$ cat config.mk
export PLATFORM = sky130hd
export DESIGN_NAME = btv_merge
export DESIGN_NICKNAME = d
export VERILOG_FILES = /design/src/btv_pkg.sv /design/src/btv_merge.sv
export SDC_FILE = /design/constraint.sdc
export NUM_CORES = 2
export LEC_CHECK = 0
export BUFFER_PORTS_ARGS = -buffer_cell sky130_fd_sc_hd__buf_2
export CORE_MARGIN = 1.5
export CORE_UTILIZATION = 57
export DETAILED_ROUTE_END_ITERATION = 16
export PLACE_DENSITY = 0.86
export SLEW_MARGIN = 25
export SYNTH_ARGS = -nofsm -noshare
export SYNTH_HDL_FRONTEND = slang
export SYNTH_SLANG_ARGS = --single-unit
$ cat constraint.sdc
create_clock -name aclk -period 34 [get_ports aclk]
set_clock_uncertainty 0.15 [all_clocks]
set_input_delay 3.4 -clock aclk [delete_from_list [all_inputs] [get_ports aclk]]
set_output_delay 3.4 -clock aclk [all_outputs]
set_load 0.01 [all_outputs]
$ cat src/btv_pkg.sv
// ----------------------------------------------------------------------------
// btv_pkg: shared types and constants of the barometer triplex voter
// Register indexes, reset values, health flag positions, lane result type,
// and the sequencer state type.
// ----------------------------------------------------------------------------
package btv_pkg;

    localparam int MAX_CH = 3;
    localparam int TPS_DEFAULT = 1000000;

    localparam logic [2:0] REG_STALE = 3'd0;
    localparam logic [2:0] REG_AMIN  = 3'd1;
    localparam logic [2:0] REG_AMAX  = 3'd2;
    localparam logic [2:0] REG_RATE  = 3'd3;
    localparam logic [2:0] REG_BAND  = 3'd4;
    localparam logic [2:0] REG_REJ   = 3'd5;
    localparam logic [2:0] REG_REC   = 3'd6;

    localparam logic [23:0] STALE_RST = 24'd200000;
    localparam logic [31:0] AMIN_RST  = 32'hFFF8_5EE0;   // -500000
    localparam logic [31:0] AMAX_RST  = 32'd50000000;
    localparam logic [23:0] RATE_RST  = 24'd200000;
    localparam logic [23:0] BAND_RST  = 24'd10000;
    localparam logic [15:0] REJ_RST   = 16'd5;
    localparam logic [15:0] REC_RST   = 16'd20;

    localparam int F_INVALID  = 0;
    localparam int F_STALE    = 1;
    localparam int F_RANGE    = 2;
    localparam int F_RATE     = 3;
    localparam int F_DISAGREE = 4;
    localparam int F_REJECTED = 5;

    typedef struct packed {
        logic [23:0] stale_timeout_us;
        logic [31:0] altitude_min_mm;
        logic [31:0] altitude_max_mm;
        logic [23:0] rate_limit_mm_per_s;
        logic [23:0] agree_band_mm;
        logic [15:0] reject_after;
        logic [15:0] recover_after;
    } cfg_t;

    // result of one lane's plausibility check
    typedef struct packed {
        logic       fresh;
        logic [5:0] flags;
    } lane_res_t;

    typedef enum logic [1:0] {
        ST_IDLE,
        ST_CHECK,
        ST_VOTE,
        ST_OUT
    } state_t;

endpackage

$ cat src/btv_merge.sv
// ----------------------------------------------------------------------------
// btv_merge: vote across lanes
// Median compare, consensus mask, sum and latest stamp of agreeing lanes.
// ----------------------------------------------------------------------------
module btv_merge (
    input  logic                aclk,
    input  logic                en,
    input  logic [2:0]          healthy,
    input  logic signed [31:0]  alt0,
    input  logic signed [31:0]  alt1,
    input  logic signed [31:0]  alt2,
    input  logic [47:0]         stamp0,
    input  logic [47:0]         stamp1,
    input  logic [47:0]         stamp2,
    input  logic [23:0]         band,
    output logic [2:0]          cons_mask,
    output logic                disagree,
    output logic signed [33:0]  sum,
    output logic [47:0]         vstamp,
    output logic                allow_reject
);
    import btv_pkg::*;

    logic signed [31:0] mid, lo, hi;
    logic [32:0] d01, d0m, d1m, d2m;
    logic [2:0]  cons, near;
    logic        dis;
    logic [1:0]  hcount;
    logic signed [33:0] s;
    logic [47:0] st;

    function automatic logic [32:0] adiff(input logic signed [31:0] a,
                                          input logic signed [31:0] b);
        logic signed [32:0] x;
        x = 33'(a) - 33'(b);
        return x[32] ? 33'(-x) : 33'(x);
    endfunction

    always_comb begin
        lo = (alt0 < alt1) ? alt0 : alt1;
        hi = (alt0 < alt1) ? alt1 : alt0;
        mid = (alt2 < lo) ? lo : ((alt2 > hi) ? hi : alt2);
        hcount = 2'(healthy[0]) + 2'(healthy[1]) + 2'(healthy[2]);
        d0m = adiff(alt0, mid);
        d1m = adiff(alt1, mid);
        d2m = adiff(alt2, mid);
        near = {d2m <= 33'(band), d1m <= 33'(band), d0m <= 33'(band)};
        d01 = healthy[0] ? (healthy[1] ? adiff(alt0, alt1) : adiff(alt0, alt2))
                         : adiff(alt1, alt2);
        cons = '0;
        dis  = 1'b0;
        unique case (hcount)
            2'd1: cons = healthy;
            2'd2: begin
                if (d01 <= 33'(band)) cons = healthy;
                else dis = 1'b1;
            end
            2'd3: begin
                cons = near;
                dis  = !(&near);
                if (near == 3'b001 || near == 3'b010 || near == 3'b100 || near == 3'b000)
                    cons = '0;
            end
            default: cons = '0;
        endcase
        s = (cons[0] ? 34'(alt0) : 34'sd0) + (cons[1] ? 34'(alt1) : 34'sd0)
          + (cons[2] ? 34'(alt2) : 34'sd0);
        st = '0;
        if (cons[0] && stamp0 > st) st = stamp0;
        if (cons[1] && stamp1 > st) st = stamp1;
        if (cons[2] && stamp2 > st) st = stamp2;
    end

    always_ff @(posedge aclk) begin
        if (en) begin
            cons_mask    <= cons;
            disagree     <= dis;
            sum          <= s;
            vstamp       <= st;
            allow_reject <= (hcount == 2'd3);
        end
    end

endmodule

# After elaboration in Yosys (flattened, before gate mapping)
# Cells that the tools add are included.
# totals
register_bits	87
input_bits	269
out_inout_bits	87
wordCells	69
# classes
add_sub_neg	16
n_lt_le_gt_ge	10
eq_ne	6
mux	23
reduce_logical	9
# op_table
cell	n
33-bit two-way mux	8
33-bit negation	6
32-bit by 32-bit subtractor with 33-bit output	6
48-bit two-way mux	3
33-bit by 24-bit less-or-equal comparator with 1-bit output	4
32-bit two-way mux	4
34-bit two-way mux	3
48-bit greater-than comparator	2
34-bit adder	2
32-bit < comparator	2
48-bit by 1-bit greater-than comparator with 1-bit output, second input constant	1
32-bit greater-than comparator	1
3-bit case mux with 3 select lines	1
3-bit two-way mux	2
2-bit == test, second input constant	2
3-bit by 1-bit == test with 1-bit output, second input constant	1
3-bit by 2-bit == test with 1-bit output, second input constant	1
3-bit == test, second input constant	1
1-bit logical AND	3
3-bit zero test	1
1-bit logical OR	3
3-bit AND reduction	1
1-bit by 1-bit adder with 2-bit output	1
2-bit by 1-bit adder with 2-bit output	1
other kinds (4)	4

# Longest topological paths before layout
# logic_depth
ltp_word	23
mapped_depth	105
ltp_nobuf	91

# Worst setup path before layout
# No wires, ideal clock.
# synth_timing
path_kind	input-to-reg
start	input port alt1[3]
end	register sum[31], data pin
setup_ns	0.258
arrival_time_ns	19.837
t_required_ns	33.592
setup_slack_ns	13.755
stages	92
n_path_buf	9
path_cell_list	clkbuf_1 -> inv_1 -> ha_1 -> o21a_1 -> o31a_1 -> o41a_1 -> a21o_1 -> a21o_2 -> xnor2_4 -> clkbuf_1 -> buf_1 -> a21oi_1 -> ha_1 -> nand3_1 -> nor4_1 -> a221oi_1 -> nand4_1 -> nand2b_1 -> [56 not listed] -> o21ai_0 -> a21boi_0 -> o21ai_0 -> a21boi_0 -> o21ai_0 -> a21boi_0 -> o21ai_0 -> a21boi_0 -> o21a_1 -> o21ai_0 -> a21o_1 -> a31oi_1 -> a21o_1 -> a41o_1 -> o21a_1 -> o41a_1 -> a21oi_1 -> xnor2_1
# synth_between
elab_chain_len	18
word_cells_on_any_way	43
cone_classes	add/sub (12); order compare (7); eq/ne (3); mux (17); reduce/logical (4)
# synth_lines
element	line_no	text
start: declaration	btv_merge.sv:10	input logic signed [31:0] alt1,
32-bit < comparator	btv_merge.sv:40, btv_merge.sv:41	
32-bit two-way mux	btv_merge.sv:41	hi = (alt0 < alt1) ? alt1 : alt0;
32-bit greater-than comparator	btv_merge.sv:42	mid = (alt2 < lo) ? lo : ((alt2 > hi) ? hi : alt2);
32-bit two-way mux (2 in series)	btv_merge.sv:42	
32-bit by 32-bit subtractor with 33-bit output	btv_merge.sv:35	x = 33'(a) - 33'(b);
33-bit negation	btv_merge.sv:36	return x[32] ? 33'(-x) : 33'(x);
33-bit two-way mux	btv_merge.sv:36	
33-bit by 24-bit less-or-equal comparator with 1-bit output	btv_merge.sv:47	near = {d2m <= 33'(band), d1m <= 33'(band), d0m <= 33'(band)};
3-bit by 1-bit == test with 1-bit output / 3-bit by 2-bit == test with 1-bit output (equally long branches)	btv_merge.sv:61	if (near == 3'b001 || near == 3'b010 || near == 3'b100 || near == 3'b000)
1-bit logical OR (3 in series)	btv_merge.sv:61	
3-bit two-way mux	btv_merge.sv:61	
3-bit case mux with 3 select lines	btv_merge.sv:52	unique case (hcount)
34-bit two-way mux	btv_merge.sv:66	s = (cons[0] ? 34'(alt0) : 34'sd0) + (cons[1] ? 34'(alt1) : 34'sd0)
34-bit adder	btv_merge.sv:66	
34-bit adder (*)	btv_merge.sv:67	+ (cons[2] ? 34'(alt2) : 34'sd0);
named net s[31]	btv_merge.sv:29	logic signed [33:0] s;
end signal: assignment	btv_merge.sv:78	sum <= s;
end: declaration	btv_merge.sv:18	output logic signed [33:0] sum,
# The timed path passes the listed nets; every way through them passes the cells marked *.
# A chain may end at the register's enable or synchronous reset.

# Worst setup path after layout
# layout_timing
start	input port alt1[31]
end	register vstamp[13], data pin
# layout_between
elab_chain_len	23
word_cells_on_any_way	46
cone_classes	add/sub (10); order compare (9); eq/ne (3); mux (17); reduce/logical (7)
# layout_lines
element	line_no	text
32-bit < comparator	btv_merge.sv:40, btv_merge.sv:41	
32-bit two-way mux	btv_merge.sv:41	
32-bit greater-than comparator	btv_merge.sv:42	
32-bit two-way mux (2 in series)	btv_merge.sv:42	
32-bit by 32-bit subtractor with 33-bit output	btv_merge.sv:35	
33-bit negation	btv_merge.sv:36	
33-bit two-way mux	btv_merge.sv:36	
33-bit by 24-bit less-or-equal comparator with 1-bit output	btv_merge.sv:47	
[7 not listed]	-	
48-bit two-way mux	btv_merge.sv:69	if (cons[0] && stamp0 > st) st = stamp0;
48-bit greater-than comparator	btv_merge.sv:70	if (cons[1] && stamp1 > st) st = stamp1;
1-bit logical AND	btv_merge.sv:70	
48-bit two-way mux	btv_merge.sv:70	
48-bit greater-than comparator	btv_merge.sv:71	if (cons[2] && stamp2 > st) st = stamp2;
1-bit logical AND	btv_merge.sv:71	
48-bit two-way mux (*)	btv_merge.sv:71	
named net st[13]	btv_merge.sv:30	logic [47:0] st;
end signal: assignment	btv_merge.sv:79	vstamp <= st;
end: declaration	btv_merge.sv:19	output logic [47:0] vstamp,
# Marks and branches as above.

==> flow_summary.json <==
{
  "gp_congestion": 1.07,
  "synth_top_area_frac": 0.179,
  "route.met3.wl_mm": 16.9,
  "total_power_mw": 2.46,
  "path_clk_slew_ns": 0.09,
  "layoutNonFillerInstCount": 5600,
  "cts_buffers": 9,
  "synth_ff_type": "edfxtp_1",
  "synth_edf_count": 87,
  "dp.cells": 5567,
  "place.port_buffers": 355,
  "p_per_area_mw_per_mm2": 69.5,
  "drive_above_1_share": 0.112,
  "p_switching_mw": 1.44,
  "io-pin-count": 356,
  "leakagePower_nw": 16.5,
  "cts.htree.levels": 3,
  "area_growth_syn_to_layout_pct": 7.55,
  "die-area_mm2": 0.0593,
  "pre_cts_ws_ns": 9.89,
  "synth_most_common_cell": "a21oi_1",
  "syn_area_mm2": 0.0330,
  "ys_seq_area_frac": 0.0792,
  "end_kind": "register",
  "top_layer_used": "met5",
  "drtIter0Drc": 4283,
  "peakVddDrop_mv": 0.100,
  "drv_cap": 0,
  "start_util": 0.581,
  "synth_common_cells": "a21oi_1, ha_1, nand2_1",
  "drt-met1-wl_mm": 52.3,
  "async_flop_share": 0,
  "drc": 0,
  "chipHeight_um": 244,
  "row_count": 87,
  "hold_violations": 0,
  "setup_violations": 0,
  "grt_max_degree": 70,
  "wl_mm": 133,
  "setup_ws_ns": 9.42,
  "cts_buffer_depth": 2,
  "routedWlPerCell_um": 23.8,
  "synthesis.instances": 4616,
  "synth-seq-cells": 87,
  "internal-power_mw": 1.02,
  "crit_path_max_fanout": 60,
  "dp_hpwl_mm": 110,
  "multiInputGateArea_mm2": 0.0282,
  "synth_area_per_cell_um2": 7.15,
  "vias": 38206,
  "cpMaxStageDelayCell": "nor4_1",
  "tns_ns": 0,
  "regArea_mm2": 0.00261,
  "cts_sinks": 87,
  "synth_nets": 5394,
  "status": "finished, final reports clean",
  "cp.required_ns": 34.08,
  "power_frac_clock": 0.042,
  "first_pass_iters": 8,
  "cts_tree": "done",
  "gr-total-overflow": 0,
  "start_kind": "primary input",
  "grt_pass1_wl_mm": 198,
  "yosys_warnings": 0,
  "yosysTopAreaCell": "ha_1",
  "worst_path_most_repeated_cell": "o21ai_0",
  "fmax_mhz": 40.7,
  "ant_nets": 0,
  "hold_path_class": "primary input to register",
  "cp.arrival_ns": 24.65,
  "ys_top_cells_by_area": "ha_1, edfxtp_1, a21oi_1, xnor2_1, nand2_1",
  "hold_buffers": 0,
  "path_class": "primary input to register",
  "switching_share": 0.585,
  "cts_resized": 0,
  "critPathMaxStageDelay_ns": 0.97,
  "antenna_found_initial": 17,
  "wl_met2_mm": 55.7,
  "num-nets-final": 5600,
  "rsz0062_at_grt": "false",
  "timing.final.crit_share": 0.723,
  "synth_cell_types": 116,
  "grt_use_total": 0.428,
  "avgViaCountPerCell": 6.82,
  "max_slew_margin": 0.272,
  "postCtsSetupBuffers": 0,
  "combPwrFrac": 0.902,
  "power_frac_seq": 0.056,
  "worst_pin_slew_ns": 1.08,
  "root_buffer": "clkbuf_16",
  "grt_pass1_vias": 34734,
  "core_mm2": 0.0568,
  "die_w_um": 244,
  "fill_cells": 5260,
  "maxSlewViolCount": 0,
  "period_minus_slack_ns": 24.58
}
-- state kept, by name (all words and copies together), names as in the netlist --
| register | cells |
|---|---|
| sum | 34 |
| cons_mask | 3 |
| disagree | 1 |
| vstamp | 48 |
| allow_reject | 1 |
-- through the flow --
step           hold WS [ns]  area (µm²)  utilization
6_report               3.17       35500        0.624
5_1_grt                3.18       35500        0.624
4_1_cts                3.17       35400        0.624
3_5_place_dp           3.59       35200        0.619
3_3_place_gp           3.57       35200        0.619
2_1_floorplan          3.36       33000            -
-- worst max-delay path: cells and delay by family --
kind | cells | cell delay [ns]
muxes | 2 | 0.73
xor gates and xnor gates | 2 | 0.22
AOI/OAI and AO/OA | 36 | 7.66
and+or+nand+nor | 28 | 6.75
buffers and inverters | 8 | 3.11
adders and majority gates | 6 | 2.61
-- power groups by stage --
stage / Sequential, mW / Combinational [mW] / Clock (mW)
after detailed placement: 0.140 / 2.12 / 0
after global placement: 0.139 / 2.11 / 0
after global routing: 0.138 / 2.40 / 0.109
final: 0.137 / 2.22 / 0.105
after CTS: 0.137 / 2.14 / 0.105
after floorplan: 0.146 / 1.58 / 0
-- worst paths after layout --
check / to / depth (start not counted) / slack [ns] / startpoint
worst min-delay path: vstamp[0]$_DFFE_PP_ / 2 / 3.17 / stamp2[0]
worst max-delay path: vstamp[13]$_DFFE_PP_ / 82 / 9.42 / alt1[31]
-- placed cells by master, fill, tap and decap left out, types with 120 or more instances in the layout --
master	count
a21o_1	150
a21oi_1	483
buf_2	354
ha_1	472
inv_1	363
nand2_1	408
nand3_1	120
nor2_1	382
o21ai_0	256
xnor2_1	209
-- layout make-up --
class | count | share of cell area
well taps | 756 | 0.0267
clock buffers | 10 | 0.00645
diodes | 17 | 0.00120
multi-input cells | 3970 | 0.795
clock inverters | 6 | 0.00152
repair buffers | 389 | 0.0573
flip-flops and latches | 87 | 0.0736
inverters | 365 | 0.0386
-- kinds of logic after synthesis --
kind of cell,Yosys count,synth area share
AOI/OAI and AO/OA,1468,0.289
buffers and inverters,559,0.0673
adders and majority gates,515,0.203
DFF,87,0.0792
xor gates and xnor gates,306,0.0826
and+or+nand+nor,1544,0.232
muxes,137,0.0463
-- metal layers --
metal  track usage  vias to the layer above
met4         0.237                       10
met5             0                        -
met3        0.0865                      494
met2         0.649                     2452
met1         0.566                    17776
li1              -                    17474
Note: power is estimated with default switching activity, not from simulation.
