[src/btv_pkg.sv]
// ----------------------------------------------------------------------------
// btv_pkg: shared types and constants of the barometer triplex voter
// Register indexes, reset values, health flag positions, lane result type,
// and the sequencer state type.
// ----------------------------------------------------------------------------
package btv_pkg;

    localparam int MAX_CH = 3;
    localparam int TPS_DEFAULT = 1000000;

    localparam logic [2:0] REG_STALE = 3'd0;
    localparam logic [2:0] REG_AMIN  = 3'd1;
    localparam logic [2:0] REG_AMAX  = 3'd2;
    localparam logic [2:0] REG_RATE  = 3'd3;
    localparam logic [2:0] REG_BAND  = 3'd4;
    localparam logic [2:0] REG_REJ   = 3'd5;
    localparam logic [2:0] REG_REC   = 3'd6;

    localparam logic [23:0] STALE_RST = 24'd200000;
    localparam logic [31:0] AMIN_RST  = 32'hFFF8_5EE0;   // -500000
    localparam logic [31:0] AMAX_RST  = 32'd50000000;
    localparam logic [23:0] RATE_RST  = 24'd200000;
    localparam logic [23:0] BAND_RST  = 24'd10000;
    localparam logic [15:0] REJ_RST   = 16'd5;
    localparam logic [15:0] REC_RST   = 16'd20;

    localparam int F_INVALID  = 0;
    localparam int F_STALE    = 1;
    localparam int F_RANGE    = 2;
    localparam int F_RATE     = 3;
    localparam int F_DISAGREE = 4;
    localparam int F_REJECTED = 5;

    typedef struct packed {
        logic [23:0] stale_timeout_us;
        logic [31:0] altitude_min_mm;
        logic [31:0] altitude_max_mm;
        logic [23:0] rate_limit_mm_per_s;
        logic [23:0] agree_band_mm;
        logic [15:0] reject_after;
        logic [15:0] recover_after;
    } cfg_t;

    // result of one lane's plausibility check
    typedef struct packed {
        logic       fresh;
        logic [5:0] flags;
    } lane_res_t;

    typedef enum logic [1:0] {
        ST_IDLE,
        ST_CHECK,
        ST_VOTE,
        ST_OUT
    } state_t;

endpackage

[src/btv_lane.sv]
// ----------------------------------------------------------------------------
// btv_lane: per-channel plausibility check and health bookkeeping
// Checks validity, staleness, range and rate; holds the accepted sample and
// the good/bad run counters with reject and recover.
// ----------------------------------------------------------------------------
module btv_lane #(
    parameter int TICKS_PER_SECOND = btv_pkg::TPS_DEFAULT
) (
    input  logic                aclk,
    input  logic                aresetn,
    input  btv_pkg::cfg_t       cfg,
    input  logic                present,
    input  logic                valid,
    input  logic signed [31:0]  altitude,
    input  logic [47:0]         stamp,
    input  logic [47:0]         now_us,
    input  logic                check_en,   // stage 1 register, first half
    input  logic                rate_en,    // stage 2 decide and commit
    input  logic                judge_en,
    input  logic                agrees_cons,
    input  logic                vvalid,
    input  logic signed [31:0]  voted,
    input  logic                allow_reject,
    output btv_pkg::lane_res_t  res,
    output logic                healthy,
    output logic                rejected
);
    import btv_pkg::*;

    localparam logic [31:0] TPS = 32'(TICKS_PER_SECOND);

    logic        known_reg;
    logic signed [31:0] acc_alt_reg;
    logic [47:0] acc_stamp_reg;
    logic        rej_reg, rej_next;
    logic [15:0] good_reg, good_next, bad_reg, bad_next;
    logic [47:0] judged_reg;

    // stage 1 registers
    logic        pre_fail_reg, pre_fail_next;
    logic [5:0]  pre_flags_reg, pre_flags_next;
    logic        later_reg;
    logic [32:0] dalt;
    logic [47:0] age;
    logic        stale, range_bad;
    // stage 2 products
    logic [64:0] lhs_reg;
    logic [71:0] rhs_reg;
    logic [5:0]  flags_reg, flags_next;
    logic        fresh_reg, fresh_next;
    logic        take_sample;
    logic        judge_hit;
    logic        over;

    assign age = (now_us >= stamp) ? now_us - stamp : '0;
    assign stale = age > 48'(cfg.stale_timeout_us);
    assign range_bad = (altitude < $signed(cfg.altitude_min_mm))
                    || (altitude > $signed(cfg.altitude_max_mm));
    assign dalt = (altitude >= acc_alt_reg)
                ? 33'({altitude[31], altitude} - {acc_alt_reg[31], acc_alt_reg})
                : 33'({acc_alt_reg[31], acc_alt_reg} - {altitude[31], altitude});

    always_comb begin
        pre_flags_next = '0;
        pre_fail_next  = 1'b1;
        if (!valid) begin
            pre_flags_next[F_INVALID] = 1'b1;
        end else if (stale) begin
            pre_flags_next[F_STALE] = 1'b1;
        end else if (range_bad) begin
            pre_flags_next[F_RANGE] = 1'b1;
        end else begin
            pre_fail_next = 1'b0;
        end
    end

    always_ff @(posedge aclk) begin
        if (check_en) begin
            pre_flags_reg <= pre_flags_next;
            pre_fail_reg  <= pre_fail_next;
            later_reg     <= known_reg && (stamp > acc_stamp_reg);
            // products over two 32-bit-ish multipliers, registered
            lhs_reg <= 65'(dalt) * 65'(TPS);
            rhs_reg <= 72'(cfg.rate_limit_mm_per_s) * 72'(stamp - acc_stamp_reg);
        end
    end

    assign over = later_reg && (72'(lhs_reg) > rhs_reg);
    assign judge_hit = judge_en && fresh_reg && (stamp > judged_reg);

    always_comb begin
        flags_next  = flags_reg;
        fresh_next  = fresh_reg;
        take_sample = 1'b0;
        if (rate_en) begin
            flags_next = '0;
            fresh_next = 1'b0;
            if (present) begin
                flags_next = pre_flags_reg;
                if (!pre_fail_reg) begin
                    if (over) begin
                        flags_next[F_RATE] = 1'b1;
                    end else begin
                        fresh_next = 1'b1;
                        flags_next[F_REJECTED] = rej_reg;
                        take_sample = !known_reg || (stamp > acc_stamp_reg);
                    end
                end
            end
        end else if (judge_hit) begin
            flags_next[F_DISAGREE] = !agrees_cons;
            // keep a rejected mark seen at check time even if the channel recovers
            flags_next[F_REJECTED] = flags_reg[F_REJECTED] | rej_next;
        end
    end

    always_ff @(posedge aclk) begin
        if (!aresetn) begin
            known_reg <= 1'b0;
            fresh_reg <= 1'b0;
            flags_reg <= '0;
        end else begin
            fresh_reg <= fresh_next;
            flags_reg <= flags_next;
            if (take_sample) known_reg <= 1'b1;
        end
    end

    always_ff @(posedge aclk) begin
        if (take_sample) begin
            acc_alt_reg   <= altitude;
            acc_stamp_reg <= stamp;
        end
    end

    // run counters
    logic        agrees;
    logic [32:0] vdiff;
    logic [15:0] rec_th, rej_th;
    logic [15:0] g_inc, b_inc;
    assign vdiff = (altitude >= voted)
                 ? 33'({altitude[31], altitude} - {voted[31], voted})
                 : 33'({voted[31], voted} - {altitude[31], altitude});
    assign agrees = (rej_reg && vvalid) ? (vdiff <= 33'(cfg.agree_band_mm)) : agrees_cons;
    assign rec_th = (cfg.recover_after == '0) ? 16'd1 : cfg.recover_after;
    assign rej_th = (cfg.reject_after == '0) ? 16'd1 : cfg.reject_after;
    assign g_inc = (good_reg == 16'hFFFF) ? good_reg : good_reg + 16'd1;
    assign b_inc = (bad_reg == 16'hFFFF) ? bad_reg : bad_reg + 16'd1;

    always_comb begin
        good_next = good_reg;
        bad_next  = bad_reg;
        rej_next  = rej_reg;
        if (agrees) begin
            bad_next  = '0;
            good_next = g_inc;
            if (rej_reg && g_inc >= rec_th) begin
                rej_next  = 1'b0;
                good_next = '0;
            end
        end else begin
            good_next = '0;
            bad_next  = b_inc;
            if (allow_reject && !rej_reg && b_inc >= rej_th) begin
                rej_next = 1'b1;
                bad_next = '0;
            end
        end
    end

    always_ff @(posedge aclk) begin
        if (!aresetn) begin
            rej_reg    <= 1'b0;
            good_reg   <= '0;
            bad_reg    <= '0;
            judged_reg <= '0;
        end else if (judge_hit) begin
            rej_reg    <= rej_next;
            good_reg   <= good_next;
            bad_reg    <= bad_next;
            judged_reg <= stamp;
        end
    end

    assign res.fresh = fresh_reg;
    assign res.flags = flags_reg;
    assign healthy = fresh_reg && !rej_reg;
    assign rejected = rej_reg;

endmodule

[config.mk]
export PLATFORM = sky130hd
export DESIGN_NAME = btv_lane
export DESIGN_NICKNAME = d
export VERILOG_FILES = /design/src/btv_pkg.sv /design/src/btv_lane.sv
export SDC_FILE = /design/constraint.sdc
export NUM_CORES = 2
export LEC_CHECK = 0
export BUFFER_PORTS_ARGS = -buffer_cell sky130_fd_sc_hd__buf_4
export CAP_MARGIN = 10
export CELL_PAD_IN_SITES_DETAIL_PLACEMENT = 0
export CELL_PAD_IN_SITES_GLOBAL_PLACEMENT = 1
export CORE_ASPECT_RATIO = 1.1
export CORE_MARGIN = 2
export CORE_UTILIZATION = 45
export CTS_BUF_LIST = sky130_fd_sc_hd__clkbuf_4 sky130_fd_sc_hd__clkbuf_8
export DETAILED_ROUTE_END_ITERATION = 7
export PLACE_DENSITY = 0.77
export SYNTH_ARGS = -nofsm -noshare
export SYNTH_HDL_FRONTEND = slang
export SYNTH_SLANG_ARGS = --single-unit
[constraint.sdc]
create_clock -name aclk -period 13.64 [get_ports aclk]
set_input_delay 1.364 -clock aclk [delete_from_list [all_inputs] [get_ports aclk]]
set_output_delay 1.364 -clock aclk [all_outputs]
set_load 0.01 [all_outputs]
---- Word-level counts from Yosys, hierarchy flattened ----
Index checks and enable logic that the tools add are counted.
storage, ports and cells
  register bits ........................... 293
  input port bits ......................... 338
  logic and storage cells ................. 93
cells by class
  $add $sub $neg .......................... 8
  $mul .................................... 2
  magnitude comparators ................... 12
  equal/unequal tests ..................... 2
  mux-type cells .......................... 32
  bitwise logic cells ..................... 2
  reduce and logical (&&, ||, !) cells .... 18
operator list
  operator                  count
  $sub A32 B32 Y33          4
  $mux W16                  8
  $gt A48 B48 Y1            2
  $gt A53 B72 Y1            1
  $mul A25 B49 Y72          1
  $mux W33                  2
  $ge A32 B32 Y1            2
  $sub A48 B48 Y49          1
  $ge A48 B48 Y1            1
  $gt A48 B24 Y1            1
  $mux W48                  1
  $sub A48 B48 Y48          1
  $mul A33 B14 Y47 const B  1
  $le A33 B24 Y1            1
  $add A16 B1 Y16 const B   2
  $eq A16 B16 Y1 const B    2
  $ge A16 B16 Y1            2
  $gt A32 B32 Y1            1
  $logic_not A16 Y1         2
  $lt A32 B32 Y1            1
  $mux W1                   18
  $logic_and A1 B1 Y1       9
  $mux W6                   1
  $mux W2                   2
  6 further kinds           9

---- Longest topological paths before layout ----
  word-level depth ........................ 9
  depth in mapped cells ................... 44
  gate-level depth less buffers ........... 42

---- Least setup slack after synthesis ----
No wires, ideal clock.
  path type ............................... input-to-reg
  start point ............................. input stamp[0]
  end point ............................... register rhs_reg[69] (data pin)
  arrival time ............................ 10.547 ns
  required time ........................... 13.380 ns
  slack ................................... 2.832 ns
  cell stages on the path ................. 39
  path buffers ............................ 2
  cell sequence ........................... inv_1 -> ha_1 -> inv_1 -> fa_1 -> a21o_1 -> a21oi_2 -> o221ai_2 -> a221oi_2 -> o21ai_1 -> a311oi_1 -> a21oi_1 -> a221o_1 -> a41oi_1 -> a21oi_1 -> xor2_1 -> clkbuf_1 -> nand2_1 -> fa_1 -> [3 not listed] -> inv_1 -> fa_1 -> fa_1 -> inv_1 -> fa_1 -> inv_1 -> ha_1 -> clkbuf_1 -> a21o_1 -> a21o_1 -> a21oi_1 -> a21boi_0 -> a2111oi_2 -> o21a_1 -> o21a_1 -> o221ai_2 -> a311oi_2 -> xnor2_1
on the way
  longest elaborated chain between the ends .. 2
RTL lines
  item                    RTL line        source
  start: declaration      btv_lane.sv:15  input logic [47:0] stamp,
  $sub A48 B48 Y49        btv_lane.sv:84  rhs_reg <= 72'(cfg.rate_limit_mm_per_s) * 72'(stamp - acc_stamp_reg);
  $mul A25 B49 Y72        btv_lane.sv:84
  end signal: assignment  btv_lane.sv:84
  end: declaration        btv_lane.sv:48  logic [71:0] rhs_reg;
No other way between the ends.
A chain may end at the register's enable or synchronous reset.

---- Worst setup path in the final report ----
Ends and elaborated chain as after synthesis.

==> flow_summary.json <==
{
  "outcome": "completed",
  "layout-drive-gt1-share_pct": 7.03,
  "path_class": "in2reg",
  "worst_path_most_repeated_cell": "fa_1",
  "firstDrtPassIters": 6,
  "synth_area_leaders": "fa_1 34%, ha_1 13%, inv_1 9.8%, edfxtp_1 8.1%, and2_1 5.4%",
  "crit_path_end_kind": "flop",
  "synth_area_sq_mm": 0.0758,
  "critical_path_required_ps": 14050,
  "cts-buffers-inserted": 52,
  "synth_cell_types": 94,
  "htree_levels": 2,
  "yosys_warnings": 0,
  "drt_iter0_markers": 3799,
  "cts_hold_buffers": 0,
  "synth.top_cell.area_share_pct": 34.1,
  "cts_tree": "yes",
  "post_cts_buffers": 0,
  "detail-route-antenna-nets": 0,
  "setup_tns_ps": 0,
  "crit_fanout": 9,
  "cp_slowest_stage_delay_ps": 830,
  "dpl.hpwl_um": 183000,
  "clock_latency_ps": 720,
  "coreArea_sq_mm": 0.167,
  "grt_pass1_wl_um": 361000,
  "synthTopCellsByCount": "1971 x inv_1, 1291 x fa_1, 892 x nand2_1",
  "arrival_ps": 12520,
  "synth_ff_type": "edfxtp_1",
  "wirelength_um": 227000,
  "vias": 59500,
  "finClkSkew_ps": 63.6,
  "die_width_um": 395,
  "yosysSeqAreaShare_pct": 10.4,
  "dpl-instance-area_sq_mm": 0.0808,
  "regArea_sq_mm": 0.00791,
  "io-pin-count": 347,
  "syn_nets": 11100,
  "gp_congestion": 0.931,
  "die-height_um": 434,
  "drc": 0,
  "fin_crit_ps": 12110,
  "dp_worst_setup_slack_ps": 962,
  "slew_headroom_pct": 12.7,
  "avgSynthCellArea_sq_um": 8.72,
  "synth_edf_count": 204,
  "largest_register_ffs": 72,
  "clock.fmax_mhz": 82.6,
  "antenna_found_initial": 13,
  "avgViaCountPerCell": 5.37,
  "nets": 11200,
  "globalRouteTotalUtil_pct": 26.9,
  "dieArea_sq_mm": 0.172,
  "cp-start-kind": "primary input",
  "fill_cells": 16300,
  "grt_pass1_vias": 63400,
  "slew_viol_final": 0,
  "hp-class": "reg2reg",
  "cts.sinks": 293,
  "cp_slowest_cell": "xor2_1",
  "grt_max_degree": 89,
  "yosys.area.top_type": "fa_1",
  "rows": 157,
  "hold_viol": 0,
  "grt_overflow": 0,
  "io_buffers": 346,
  "design_area_sq_mm": 0.0821,
  "postSynthCellCount": 8695,
  "start_util_pct": 45.4,
  "cap_violations": 0,
  "root_buffer": "clkbuf_8",
  "multi_input_area_sq_mm": 0.0596,
  "async_reset_ff_share_pct": 0,
  "tightestPinTransition_ps": 1310,
  "synth.most_common_cell": "inv_1",
  "setup_slack_ps": 1530,
  "wire_per_inst_um": 20.5,
  "post-route-period-util_pct": 88.7,
  "cts_resized": 0,
  "area_delta_synth_final_pct": 8.29,
  "setup_viol": 0,
  "path_clk_slew_ps": 70,
  "ys_seq_elements": 293,
  "rsz0062_at_grt": "no",
  "cts_buffer_depth": 3
}
-- critical path: cells and delay by family --
family | cells | cell delay, ps
xor+xnor | 2 | 920
buf+inv | 6 | 430
compound gates | 19 | 4960
fa+ha+maj | 10 | 4540
simple gates | 2 | 300
-- logic make-up after synthesis --
kind of cell	Yosys count	share of synthesized area (%)
XOR/XNOR	277	3.22
adder cells (fa/ha/maj)	2096	47.4
multiplexers	38	0.515
flip-flops	293	10.4
AND/OR/NAND/NOR	2332	15.4
AO/OA/AOI/OAI	1329	11.4
buffers and inverters	2330	11.6
-- per-layer routing --
layer	share of wire (%)	global-route usage, %	wire, um
met5	0.0057	0	13
met4	3.7	8.91	8330
met3	5.5	2.98	12400
met2	48	45.6	108000
met1	43	35.9	98100
-- stage by stage --
stage / instances / util [%] / hold WS [ps]
2_1_floorplan: 8695 / - / 440
3_3_place_gp: 11000 / 48.4 / 456
3_5_place_dp: 11000 / 48.4 / 469
4_1_cts: 11100 / 49.1 / 478
5_1_grt: 11100 / 49.2 / 503
6_report: 11100 / 49.2 / 476
-- cell type report --
cell class / instances / share of cell area (%)
Inverter: 1971 / 9.01
Timing Repair Buffer: 417 / 3.81
Sequential cell: 293 / 9.63
Multi-Input combinational cell: 6072 / 72.6
Clock buffer: 63 / 0.980
Clock inverter: 35 / 0.564
Antenna cell: 10 / 0.0305
Tap cell: 2226 / 3.39
-- cell usage in the layout, fill, tap and decap left out, types with 13 or more instances in the layout --
cell,n
nand2_1,892
o21bai_1,61
o21ai_0,242
inv_1,1971
and3_1,47
a21oi_2,13
edfxtp_1,204
a2111oi_0,16
nor2_1,239
a21oi_1,399
a211oi_1,43
nand3_1,96
and2_1,653
or3_1,19
nor3_1,64
nand4_1,101
xnor2_1,160
dfxtp_1,89
nor4_1,26
o31ai_1,35
xor2_1,82
a31oi_1,37
ha_1,805
nand2b_1,63
fa_1,1291
o21a_1,43
o211ai_1,33
a21boi_0,21
nor2b_1,75
clkbuf_8,53
buf_4,417
mux2i_1,30
a21o_1,225
xnor2_2,15
-- path summary, 6_finish.rpt --
path / from / to / cells past startpoint / slack, ps
min reg2reg: good_reg[7] / good_reg[7] / 2 / 480
max reg2reg: acc_stamp_reg[0] / rhs_reg[69] / 37 / 2150
min: good_reg[7] / good_reg[7] / 2 / 480
max: stamp[0] / rhs_reg[69] / 39 / 1530
Power is left out: the tool's default activity adds up to more than one toggle a clock period on the data nets, which glitch-free logic cannot reach.
